## src/bounded_list_engine_top_assert.svh

```systemverilog
// Assertion macros used by the list engine top module.
`ifndef BOUNDED_LIST_ENGINE_TOP_ASSERT_SVH
`define BOUNDED_LIST_ENGINE_TOP_ASSERT_SVH

// Same-cycle implication, disabled while reset is active.
`define BLE_ASSERT_NOW(label, ante, cons, msg) \
    label: assert property (@(posedge clk) disable iff (!rst_n) (ante) |-> (cons)) \
        else $error(msg);

// Next-cycle implication, disabled while reset is active.
`define BLE_ASSERT_NEXT(label, ante, cons, msg) \
    label: assert property (@(posedge clk) disable iff (!rst_n) (ante) |=> (cons)) \
        else $error(msg);

`endif

```

## src/ble_pkg.sv

```systemverilog
// Package with the types, codes and defaults of the bounded list engine.
`default_nettype none
package ble_pkg;

    localparam int CAPACITY_DEF   = 64;
    localparam int DATA_WIDTH_DEF = 32;

    localparam int ACTION_W   = 3;
    localparam int VALUE_W    = 32;
    localparam int POSITION_W = 7;
    localparam int STATUS_W   = 2;
    localparam int COUNT_W    = 7;

    typedef enum logic [ACTION_W-1:0] {
        ACT_INS_FRONT = 3'd0,
        ACT_INS_BACK  = 3'd1,
        ACT_INS_POS   = 3'd2,
        ACT_DEL_FRONT = 3'd3,
        ACT_DEL_BACK  = 3'd4
    } action_t;

    typedef enum logic [STATUS_W-1:0] {
        STAT_OK     = 2'd0,
        STAT_BADPOS = 2'd1,
        STAT_FULL   = 2'd2,
        STAT_EMPTY  = 2'd3
    } status_t;

    typedef enum logic [1:0] {
        ST_IDLE,
        ST_SHIFT,
        ST_WAIT,
        ST_FINISH
    } state_t;

endpackage
`default_nettype wire

```

## src/ble_req_if.sv

```systemverilog
// Request channel interface of the bounded list engine.
`default_nettype none
interface ble_req_if;
    logic                                   valid;
    logic                                   ready;
    logic        [ble_pkg::ACTION_W-1:0]    action;
    logic signed [ble_pkg::VALUE_W-1:0]     value;
    logic        [ble_pkg::POSITION_W-1:0]  position;

    modport source (output valid, output action, output value, output position, input ready);
    modport sink (input valid, input action, input value, input position, output ready);
endinterface
`default_nettype wire

```

## src/ble_rsp_if.sv

```systemverilog
// Response channel interface of the bounded list engine.
`default_nettype none
interface ble_rsp_if;
    logic                                 valid;
    logic                                 ready;
    logic        [ble_pkg::STATUS_W-1:0]  status;
    logic        [ble_pkg::COUNT_W-1:0]   element_count;
    logic signed [ble_pkg::VALUE_W-1:0]   front_value;
    logic signed [ble_pkg::VALUE_W-1:0]   back_value;

    modport source (output valid, output status, output element_count,
                    output front_value, output back_value, input ready);
    modport sink (input valid, input status, input element_count,
                  input front_value, input back_value, output ready);
endinterface
`default_nettype wire

```

## src/bounded_list_engine_top.sv

```systemverilog
// Bounded ordered list engine: the list lives in a circular buffer memory.
//
// The elements sit in a circular buffer of CAPACITY words with a head pointer, held in
// one synchronous memory with a registered read. Inserts at either end, deletes on a list
// of at most one element, rejected requests and unused action codes go from ST_IDLE
// straight to ST_FINISH; other deletes pass through ST_WAIT, since the new end element
// is read back from the memory. An insert strictly inside the list moves the elements
// behind it one place toward the back, one memory read and one write per cycle.
// A request is taken only while no other is in progress; the response register lets the
// next request start while a finished response still waits to be taken, and a request
// that finishes while that register is still full waits in its last cycle until the
// register is free. No clearing pass is needed after reset.
`default_nettype none
`include "bounded_list_engine_top_assert.svh"
module bounded_list_engine_top #(
    parameter int CAPACITY   = ble_pkg::CAPACITY_DEF,
    parameter int DATA_WIDTH = ble_pkg::DATA_WIDTH_DEF
) (
    input  wire logic  clk,
    input  wire logic  rst_n,
    ble_req_if.sink    req,
    ble_rsp_if.source  rsp
);

    localparam int AW = $clog2(CAPACITY);
    localparam int CW = $clog2(CAPACITY + 1);
    localparam int PW = ((CW > ble_pkg::POSITION_W) ? CW : ble_pkg::POSITION_W) + 1;

    function automatic logic [AW-1:0] wrap_inc(input logic [AW-1:0] a);
        return (a == AW'(CAPACITY - 1)) ? '0 : AW'(a + 1'b1);
    endfunction

    function automatic logic [AW-1:0] wrap_dec(input logic [AW-1:0] a);
        return (a == '0) ? AW'(CAPACITY - 1) : AW'(a - 1'b1);
    endfunction

    function automatic logic [AW-1:0] wrap_add(input logic [AW-1:0] a,
                                               input logic [CW-1:0] b);
        logic [CW:0] s;
        s = (CW + 1)'(a) + (CW + 1)'(b);
        if (s >= (CW + 1)'(CAPACITY))
        begin
            s = s - (CW + 1)'(CAPACITY);
        end
        return AW'(s);
    endfunction

    logic signed [DATA_WIDTH-1:0] mem [CAPACITY];
    logic signed [DATA_WIDTH-1:0] rdata_reg;

    ble_pkg::state_t state_reg, state_next;
    logic [CW-1:0] count_reg, count_next;
    logic [AW-1:0] head_reg, head_next;
    logic signed [DATA_WIDTH-1:0] front_reg, front_next;
    logic signed [DATA_WIDTH-1:0] back_reg, back_next;
    ble_pkg::status_t status_reg, status_next;
    logic [AW-1:0] src_reg, src_next;
    logic [AW-1:0] dst_reg, dst_next;
    logic [AW-1:0] ins_reg, ins_next;
    logic [CW-1:0] rem_reg, rem_next;
    logic pend_reg, pend_next;
    logic signed [DATA_WIDTH-1:0] val_reg, val_next;
    logic sel_front_reg, sel_front_next;
    logic rsp_valid_reg, rsp_valid_next;
    logic [ble_pkg::STATUS_W-1:0] rsp_status_reg, rsp_status_next;
    logic [ble_pkg::COUNT_W-1:0] rsp_count_reg, rsp_count_next;
    logic signed [ble_pkg::VALUE_W-1:0] rsp_front_reg, rsp_front_next;
    logic signed [ble_pkg::VALUE_W-1:0] rsp_back_reg, rsp_back_next;

    logic mem_we;
    logic [AW-1:0] mem_waddr;
    logic signed [DATA_WIDTH-1:0] mem_wdata;
    logic mem_re;
    logic [AW-1:0] mem_raddr;

    ble_pkg::action_t act;
    logic [PW-1:0] pos_ext;
    logic [PW-1:0] cnt_ext;
    logic is_ins;
    logic is_del;
    logic bad_pos;
    logic full;
    logic [CW-1:0] ins_idx;
    logic ins_ok;
    logic del_ok;
    logic ins_mid;
    logic slot_free;
    logic signed [DATA_WIDTH-1:0] din;
    ble_pkg::status_t req_status;

    // Request decode.
    always_comb
    begin
        act     = ble_pkg::action_t'(req.action);
        pos_ext = PW'(req.position);
        cnt_ext = PW'(count_reg);
        din     = DATA_WIDTH'(req.value);
        full    = (count_reg == CW'(CAPACITY));
        is_ins  = 1'b0;
        is_del  = 1'b0;
        bad_pos = 1'b0;
        ins_idx = '0;
        case (act)
            ble_pkg::ACT_INS_FRONT:
            begin
                is_ins = 1'b1;
            end
            ble_pkg::ACT_INS_BACK:
            begin
                is_ins  = 1'b1;
                ins_idx = count_reg;
            end
            ble_pkg::ACT_INS_POS:
            begin
                is_ins  = 1'b1;
                bad_pos = (pos_ext == '0) || (pos_ext > (cnt_ext + 1'b1));
                ins_idx = CW'(pos_ext - 1'b1);
            end
            ble_pkg::ACT_DEL_FRONT, ble_pkg::ACT_DEL_BACK:
            begin
                is_del = 1'b1;
            end
            default:
            begin
                is_ins = 1'b0;
            end
        endcase
        ins_ok  = is_ins && !bad_pos && !full;
        del_ok  = is_del && (count_reg != '0);
        ins_mid = (ins_idx != '0) && (ins_idx != count_reg);
        if (is_ins && bad_pos)
        begin
            req_status = ble_pkg::STAT_BADPOS;
        end
        else if (is_ins && full)
        begin
            req_status = ble_pkg::STAT_FULL;
        end
        else if (is_del && (count_reg == '0))
        begin
            req_status = ble_pkg::STAT_EMPTY;
        end
        else
        begin
            req_status = ble_pkg::STAT_OK;
        end
        slot_free = !rsp_valid_reg || rsp.ready;
    end

    // Next state.
    always_comb
    begin
        state_next = state_reg;
        case (state_reg)
            ble_pkg::ST_IDLE:
            begin
                if (req.valid)
                begin
                    if (ins_ok && ins_mid)
                    begin
                        state_next = ble_pkg::ST_SHIFT;
                    end
                    else if (del_ok && (count_reg > CW'(1)))
                    begin
                        state_next = ble_pkg::ST_WAIT;
                    end
                    else
                    begin
                        state_next = ble_pkg::ST_FINISH;
                    end
                end
            end
            ble_pkg::ST_SHIFT:
            begin
                if ((rem_reg == '0) && !pend_reg)
                begin
                    state_next = ble_pkg::ST_FINISH;
                end
            end
            ble_pkg::ST_WAIT:
            begin
                state_next = ble_pkg::ST_FINISH;
            end
            ble_pkg::ST_FINISH:
            begin
                if (slot_free)
                begin
                    state_next = ble_pkg::ST_IDLE;
                end
            end
            default:
            begin
                state_next = ble_pkg::ST_IDLE;
            end
        endcase
    end

    // Datapath, memory control and response register.
    always_comb
    begin
        count_next      = count_reg;
        head_next       = head_reg;
        front_next      = front_reg;
        back_next       = back_reg;
        status_next     = status_reg;
        src_next        = src_reg;
        dst_next        = dst_reg;
        ins_next        = ins_reg;
        rem_next        = rem_reg;
        pend_next       = pend_reg;
        val_next        = val_reg;
        sel_front_next  = sel_front_reg;
        rsp_valid_next  = rsp_valid_reg && !rsp.ready;
        rsp_status_next = rsp_status_reg;
        rsp_count_next  = rsp_count_reg;
        rsp_front_next  = rsp_front_reg;
        rsp_back_next   = rsp_back_reg;
        mem_we          = 1'b0;
        mem_waddr       = '0;
        mem_wdata       = din;
        mem_re          = 1'b0;
        mem_raddr       = '0;
        case (state_reg)
            ble_pkg::ST_IDLE:
            begin
                if (req.valid)
                begin
                    status_next = req_status;
                    val_next    = din;
                    if (ins_ok && (ins_idx == '0))
                    begin
                        mem_we     = 1'b1;
                        mem_waddr  = wrap_dec(head_reg);
                        head_next  = wrap_dec(head_reg);
                        count_next = count_reg + 1'b1;
                        front_next = din;
                        if (count_reg == '0)
                        begin
                            back_next = din;
                        end
                    end
                    else if (ins_ok && (ins_idx == count_reg))
                    begin
                        mem_we     = 1'b1;
                        mem_waddr  = wrap_add(head_reg, count_reg);
                        count_next = count_reg + 1'b1;
                        back_next  = din;
                    end
                    else if (ins_ok)
                    begin
                        src_next  = wrap_add(head_reg, count_reg - 1'b1);
                        ins_next  = wrap_add(head_reg, ins_idx);
                        rem_next  = count_reg - ins_idx;
                        pend_next = 1'b0;
                    end
                    else if (del_ok && (act == ble_pkg::ACT_DEL_FRONT))
                    begin
                        head_next      = wrap_inc(head_reg);
                        count_next     = count_reg - 1'b1;
                        mem_re         = 1'b1;
                        mem_raddr      = wrap_inc(head_reg);
                        sel_front_next = 1'b1;
                    end
                    else if (del_ok)
                    begin
                        count_next     = count_reg - 1'b1;
                        mem_re         = 1'b1;
                        mem_raddr      = wrap_add(head_reg, count_reg - CW'(2));
                        sel_front_next = 1'b0;
                    end
                end
            end
            ble_pkg::ST_SHIFT:
            begin
                if (pend_reg)
                begin
                    mem_we    = 1'b1;
                    mem_waddr = dst_reg;
                    mem_wdata = rdata_reg;
                end
                if (rem_reg != '0)
                begin
                    mem_re    = 1'b1;
                    mem_raddr = src_reg;
                    src_next  = wrap_dec(src_reg);
                    dst_next  = wrap_inc(src_reg);
                    pend_next = 1'b1;
                    rem_next  = rem_reg - 1'b1;
                end
                else
                begin
                    pend_next = 1'b0;
                    if (!pend_reg)
                    begin
                        mem_we     = 1'b1;
                        mem_waddr  = ins_reg;
                        mem_wdata  = val_reg;
                        count_next = count_reg + 1'b1;
                    end
                end
            end
            ble_pkg::ST_WAIT:
            begin
                if (sel_front_reg)
                begin
                    front_next = rdata_reg;
                end
                else
                begin
                    back_next = rdata_reg;
                end
            end
            ble_pkg::ST_FINISH:
            begin
                if (slot_free)
                begin
                    rsp_valid_next  = 1'b1;
                    rsp_status_next = status_reg;
                    rsp_count_next  = ble_pkg::COUNT_W'(count_reg);
                    if (count_reg == '0)
                    begin
                        rsp_front_next = '0;
                        rsp_back_next  = '0;
                    end
                    else
                    begin
                        rsp_front_next = ble_pkg::VALUE_W'(front_reg);
                        rsp_back_next  = ble_pkg::VALUE_W'(back_reg);
                    end
                end
            end
            default:
            begin
                mem_we = 1'b0;
            end
        endcase
    end

    always_ff @(posedge clk or negedge rst_n)
    begin
        if (!rst_n)
        begin
            state_reg     <= ble_pkg::ST_IDLE;
            count_reg     <= '0;
            head_reg      <= '0;
            rem_reg       <= '0;
            pend_reg      <= 1'b0;
            sel_front_reg <= 1'b0;
            rsp_valid_reg <= 1'b0;
            status_reg    <= ble_pkg::STAT_OK;
        end
        else
        begin
            state_reg     <= state_next;
            count_reg     <= count_next;
            head_reg      <= head_next;
            rem_reg       <= rem_next;
            pend_reg      <= pend_next;
            sel_front_reg <= sel_front_next;
            rsp_valid_reg <= rsp_valid_next;
            status_reg    <= status_next;
        end
    end

    always_ff @(posedge clk)
    begin
        front_reg      <= front_next;
        back_reg       <= back_next;
        src_reg        <= src_next;
        dst_reg        <= dst_next;
        ins_reg        <= ins_next;
        val_reg        <= val_next;
        rsp_status_reg <= rsp_status_next;
        rsp_count_reg  <= rsp_count_next;
        rsp_front_reg  <= rsp_front_next;
        rsp_back_reg   <= rsp_back_next;
    end

    always_ff @(posedge clk)
    begin
        if (mem_we)
        begin
            mem[mem_waddr] <= mem_wdata;
        end
        if (mem_re)
        begin
            rdata_reg <= mem[mem_raddr];
        end
    end

    assign req.ready         = (state_reg == ble_pkg::ST_IDLE);
    assign rsp.valid         = rsp_valid_reg;
    assign rsp.status        = rsp_status_reg;
    assign rsp.element_count = rsp_count_reg;
    assign rsp.front_value   = rsp_front_reg;
    assign rsp.back_value    = rsp_back_reg;

    `BLE_ASSERT_NOW(a_count_bound, 1'b1, count_reg <= CW'(CAPACITY),
        "Element count exceeds capacity.")
    `BLE_ASSERT_NOW(a_head_bound, 1'b1, head_reg <= AW'(CAPACITY - 1),
        "Head pointer outside the buffer.")
    `BLE_ASSERT_NOW(a_shift_count, state_reg == ble_pkg::ST_SHIFT,
        (count_reg >= CW'(2)) && (count_reg < CW'(CAPACITY)),
        "Inner insert started on a list that is too short or full.")
    `BLE_ASSERT_NEXT(a_one_at_a_time, req.valid && req.ready, !req.ready,
        "A new request was taken while one is in progress.")

endmodule
`default_nettype wire

```

## src/flat_wrapper.sv

```systemverilog
// flat-port wrapper written by rule: the top's interface ports become plain ports
module bounded_list_engine_top_flat 
#(
    parameter int CAPACITY   = ble_pkg::CAPACITY_DEF,
    parameter int DATA_WIDTH = ble_pkg::DATA_WIDTH_DEF
)
  (clk, rst_n, req_valid, req_action, req_value, req_position, req_ready, rsp_valid, rsp_status, rsp_element_count, rsp_front_value, rsp_back_value, rsp_ready);
  ble_req_if req_i ();
  ble_rsp_if rsp_i ();
  input  wire logic clk;
  input  wire logic rst_n;
  input wire logic [$bits(req_i.valid)-1:0] req_valid;
  input wire logic [$bits(req_i.action)-1:0] req_action;
  input wire logic [$bits(req_i.value)-1:0] req_value;
  input wire logic [$bits(req_i.position)-1:0] req_position;
  output wire logic [$bits(req_i.ready)-1:0] req_ready;
  output wire logic [$bits(rsp_i.valid)-1:0] rsp_valid;
  output wire logic [$bits(rsp_i.status)-1:0] rsp_status;
  output wire logic [$bits(rsp_i.element_count)-1:0] rsp_element_count;
  output wire logic [$bits(rsp_i.front_value)-1:0] rsp_front_value;
  output wire logic [$bits(rsp_i.back_value)-1:0] rsp_back_value;
  input wire logic [$bits(rsp_i.ready)-1:0] rsp_ready;
  assign req_i.valid = req_valid;
  assign req_i.action = req_action;
  assign req_i.value = req_value;
  assign req_i.position = req_position;
  assign req_ready = req_i.ready;
  assign rsp_valid = rsp_i.valid;
  assign rsp_status = rsp_i.status;
  assign rsp_element_count = rsp_i.element_count;
  assign rsp_front_value = rsp_i.front_value;
  assign rsp_back_value = rsp_i.back_value;
  assign rsp_i.ready = rsp_ready;
  bounded_list_engine_top #(.CAPACITY(CAPACITY), .DATA_WIDTH(DATA_WIDTH)) u_core (.clk(clk), .rst_n(rst_n), .req(req_i), .rsp(rsp_i));
endmodule
```

## config.mk

```make
export PLATFORM = sky130hd
export DESIGN_NAME = bounded_list_engine_top_flat
export DESIGN_NICKNAME = d
export VERILOG_FILES = /design/src/ble_pkg.sv /design/src/ble_req_if.sv /design/src/ble_rsp_if.sv /design/src/bounded_list_engine_top.sv /design/src/flat_wrapper.sv
export VERILOG_INCLUDE_DIRS = /design/src /design/src/src
export SDC_FILE = /design/constraint.sdc
export NUM_CORES = 2
export LEC_CHECK = 0
export ABC_AREA = 0
export BUFFER_PORTS_ARGS = -buffer_cell sky130_fd_sc_hd__buf_4
export CELL_PAD_IN_SITES_DETAIL_PLACEMENT = 2
export CELL_PAD_IN_SITES_GLOBAL_PLACEMENT = 2
export CORE_MARGIN = 2
export CORE_UTILIZATION = 35
export CTS_CLUSTER_SIZE = 12
export DETAILED_ROUTE_END_ITERATION = 7
export GPL_TIMING_DRIVEN = 0
export PLACE_DENSITY = 0.67
export SLEW_MARGIN = 20
export SYNTH_ARGS = -nofsm -noshare
export SYNTH_HDL_FRONTEND = slang
export SYNTH_SLANG_ARGS = --single-unit
```

## constraint.sdc

```tcl
create_clock -name clk -period 11.68 [get_ports clk]
set_clock_uncertainty 0.05 [all_clocks]
set_input_delay 2.336 -clock clk [delete_from_list [all_inputs] [get_ports clk]]
set_output_delay 2.336 -clock clk [all_outputs]
set_load 0.03 [all_outputs]
```

==> flow_summary_export.csv <==
group,metric,value,unit
detailed_routing,drc,0,
synth,synth_top_area_cell,"edfxtp_1",
pwr,p_per_area,280,nW/um^2
critical_path,reg2reg_depth,16,
job,maxCapViolCount,0,
synth,synth_top_family_by_area,"compound AO/OA/AOI/OAI gates",
global_routing,grt_pass1_wl,526000,um
synth,synthCells,6103,
critical_path,worstSetupEndpoint,"u_core.mem[5][8]",
critical_path,worstPathRequired,12230,ps
pwr,internal-power,17.6,mW
pwr,p_clk_frac,0.240,
global_routing,grt_antenna_before_repair,42,
clock_tree,clkTransAtPathRegs,60,ps
floorplan,pin_count,121,
clock_tree,cts_setup_buffers,0,
pwr,switchingPower,12.8,mW
timing,relSlewSlack,0.0453,
placement,place.gp.congestion,0.944,
synth,ys_seq_area_frac,0.748,
detailed_routing,num_vias,61700,
critical_path,critPathArrivalTime,8670,ps
clock_tree,postCtsHoldBufs,0,
clock_tree,cts_tree,"yes",
synth,synthMuxAreaShare,0.0474,
detailed_routing,ant_nets,0,
timing,rsz0062_at_grt,"false",
clock_tree,clk_root_buffer_cell,"clkbuf_16",
critical_path,reg2reg_slack,4420,ps
detailed_routing,drtPass1Iterations,6,
cells_and_area,ff_latch_area,68800,sq um
floorplan,die_x,516,um
clock_tree,cts_buffer_depth,4,
placement,portBuffers,118,
critical_path,startpoint,"req_action[0]",
timing,clock.fmax,0.123,GHz
synth,synthesis.area,91900,sq um
cells_and_area,multi_input_area,21900,sq um
clock_tree,htreeDepth,4,
global_routing,grt_pass1_vias,64500,
timing,fin_crit_sh,0.695,
critical_path,setup.worst_path.start_class,"primary input",
cells_and_area,final_layout_size_suffix_gt1_frac,0.150,
synth,yosysMostFrequentCell,"edfxtp_1",
global_routing,grt.overflow.total,0,
critical_path,rr_endpoint,"u_core.rdata_reg[0]",
floorplan,core_area,262000,sq um
pwr,pwr-share-comb,0.399,
critical_path,worstReg2RegStart,"u_core.count_reg[1]",
placement,hpwlAfterDp,272000,um
pwr,ir_drop,0.225,mV
cells_and_area,regMostFlops,"u_core.mem",
cells_and_area,fin_nets,6716,
timing,min_period,8120,ps
synth,syn_avg_cell_area,15.1,sq um
synth,ys.flop_type,"edfxtp_1",
global_routing,grt_max_degree,66,
clock_tree,cts.sinks,2294,
floorplan,row_count,188,
floorplan,dieArea,267000,sq um
detailed_routing,wirelength,383000,um
synth,syn_nets,6204,
worst_hold_path,hp-class,"reg2reg",
cells_and_area,n_fill_cell,25300,
timing,finalSetupViolations,0,
timing,tightest_slew,1420,ps
clock_tree,clkLatencyLatePin,950,ps
pwr,seqPwrFrac,0.361,
detailed_routing,drt_iter0_drc,8034,
detailed_routing,avgViaCountPerCell,5.98,
critical_path,end_kind,"register",
clock_tree,post_cts_resized,0,
floorplan,start_util,0.351,
synth,synth_compound_area_frac,0.0913,
critical_path,cp_max_fo,20,
synth,synth-xor-area-share,0.00496,
synth,synthSimpleGateAreaFrac,0.0778,
pwr,netSwitchingFraction,0.421,
floorplan,die_y,516,um
synth,synth_top_area_share,0.741,
cells_and_area,utilization,0.415,
cells_and_area,area_delta_synth_final,18.2,%
worst_hold_path,whs_path_depth,0,
critical_path,critPathKind,"in2reg",
synth,synth_edf_count,2267,
timing,hold_viol,0,
synth,ys_async_sr_fraction,0.0118,
clock_tree,cts_buffers,245,
synth,synth_cell_types,80,
global_routing,grt_use_total,0.283,
synth,synth_seq_cells,2294,
detailed_routing,routedWlPerCell,37.2,um
synth,yosys.area_share.adder,0.00790,
synth,synth_commonest_cells,"edfxtp_1 (2267), nand2_1 (1063), a21oi_1 (638)",
pwr,p_leak,34.5,nW
timing,slew_violations,0,
synth,synth_area_leaders,"edfxtp_1 (74%), nand2_1 (4.3%), a21oi_1 (3.5%)",
timing,final.setup.tns,0,ps
run_status,outcome,"completed",
synth,yosysWarnings,0,
cells_and_area,largest_register_ffs,2048,
[cells in the final DEF (no fill, tap or decap), drive strengths merged, types with 89 or more instances in the layout]
master / Yosys / final
nor3: 89 / 89
buf: 188 / 452
a21oi: 640 / 640
nand2: 1063 / 1063
clkinv: 1 / 94
edfxtp: 2267 / 2267
nor2: 159 / 159
mux4: 141 / 141
nand3: 233 / 233
clkbuf: 214 / 534
o21ai: 103 / 103
a221oi: 211 / 211
[per-layer routing]
layer,vias to the layer above,global-route usage,part of all wire
li1,24600,-,-
met1,32800,0.359,0.38
met2,3481,0.453,0.46
met3,835,0.0553,0.089
met4,10,0.165,0.067
met5,-,0,0.00014
[per-stage QoR]
step	hold slack [ps]	area [sq um]	setup WS [ps]	std cells	power [mW]
2_1_floorplan	375	91900	4240	6103	16.5
3_3_place_gp	395	97200	418	9736	22.0
3_5_place_dp	404	101000	2920	9883	22.9
4_1_cts	427	109000	3820	10300	30.2
5_1_grt	430	109000	3410	10300	31.1
6_report	423	109000	3560	10300	30.4
[how the worst min path moves through the flow]
stage                               startpoint                    to  slack, ps
after detailed placement  u_core.status_reg[1]  u_core.rsp.status[1]        400
after CTS                 u_core.status_reg[1]  u_core.rsp.status[1]        430
after floorplan           u_core.status_reg[1]  u_core.rsp.status[1]        370
after global routing      u_core.status_reg[0]  u_core.rsp.status[0]        430
after global placement    u_core.status_reg[0]  u_core.rsp.status[0]        390
final                     u_core.status_reg[0]  u_core.rsp.status[0]        420
[worst max-delay path: stages]
cell,delay [ps]
buf_4,90
buf_2,230
nor2b_1,520
nand2_1,140
a21oi_1,440
inv_1,100
ha_1,380
nand4_1,120
nor2_1,130
nand3_1,150
a311oi_2,440
nand3_1,220
o221ai_1,920
nand3_1,1060
nor2_4,1050
buf_12,270
[logic make-up (layout without fill, tap and decap cells)]
family,after synthesis,count (layout)
other cells,0,13
fa+ha+maj,55,55
simple gates,1680,1680
compound gates,1289,1289
buf+inv,478,1166
flops,2294,2294
mux,255,255
xor+xnor,52,52
[power by group through the flow]
stage                     logic, mW  clock network (mW)  registers, mW
after floorplan                5.23                   0           11.3
after global placement         10.7                   0           11.3
after detailed placement       11.8                   0           11.2
after CTS                      11.8                7.37           11.0
after global routing           12.4                7.62           11.1
final                          12.1                7.31           11.0
[layout make-up]
cell class,count,share of cell area
Buffer,402,0.0164
Timing Repair Buffer,265,0.0393
Sequential cell,2294,0.633
Clock buffer,319,0.0590
Tap cell,3515,0.0405
Inverter,76,0.00264
Multi-Input combinational cell,3331,0.202
Clock inverter,104,0.00674
Antenna cell,13,0.000300
(Power assumes the default switching activity.)
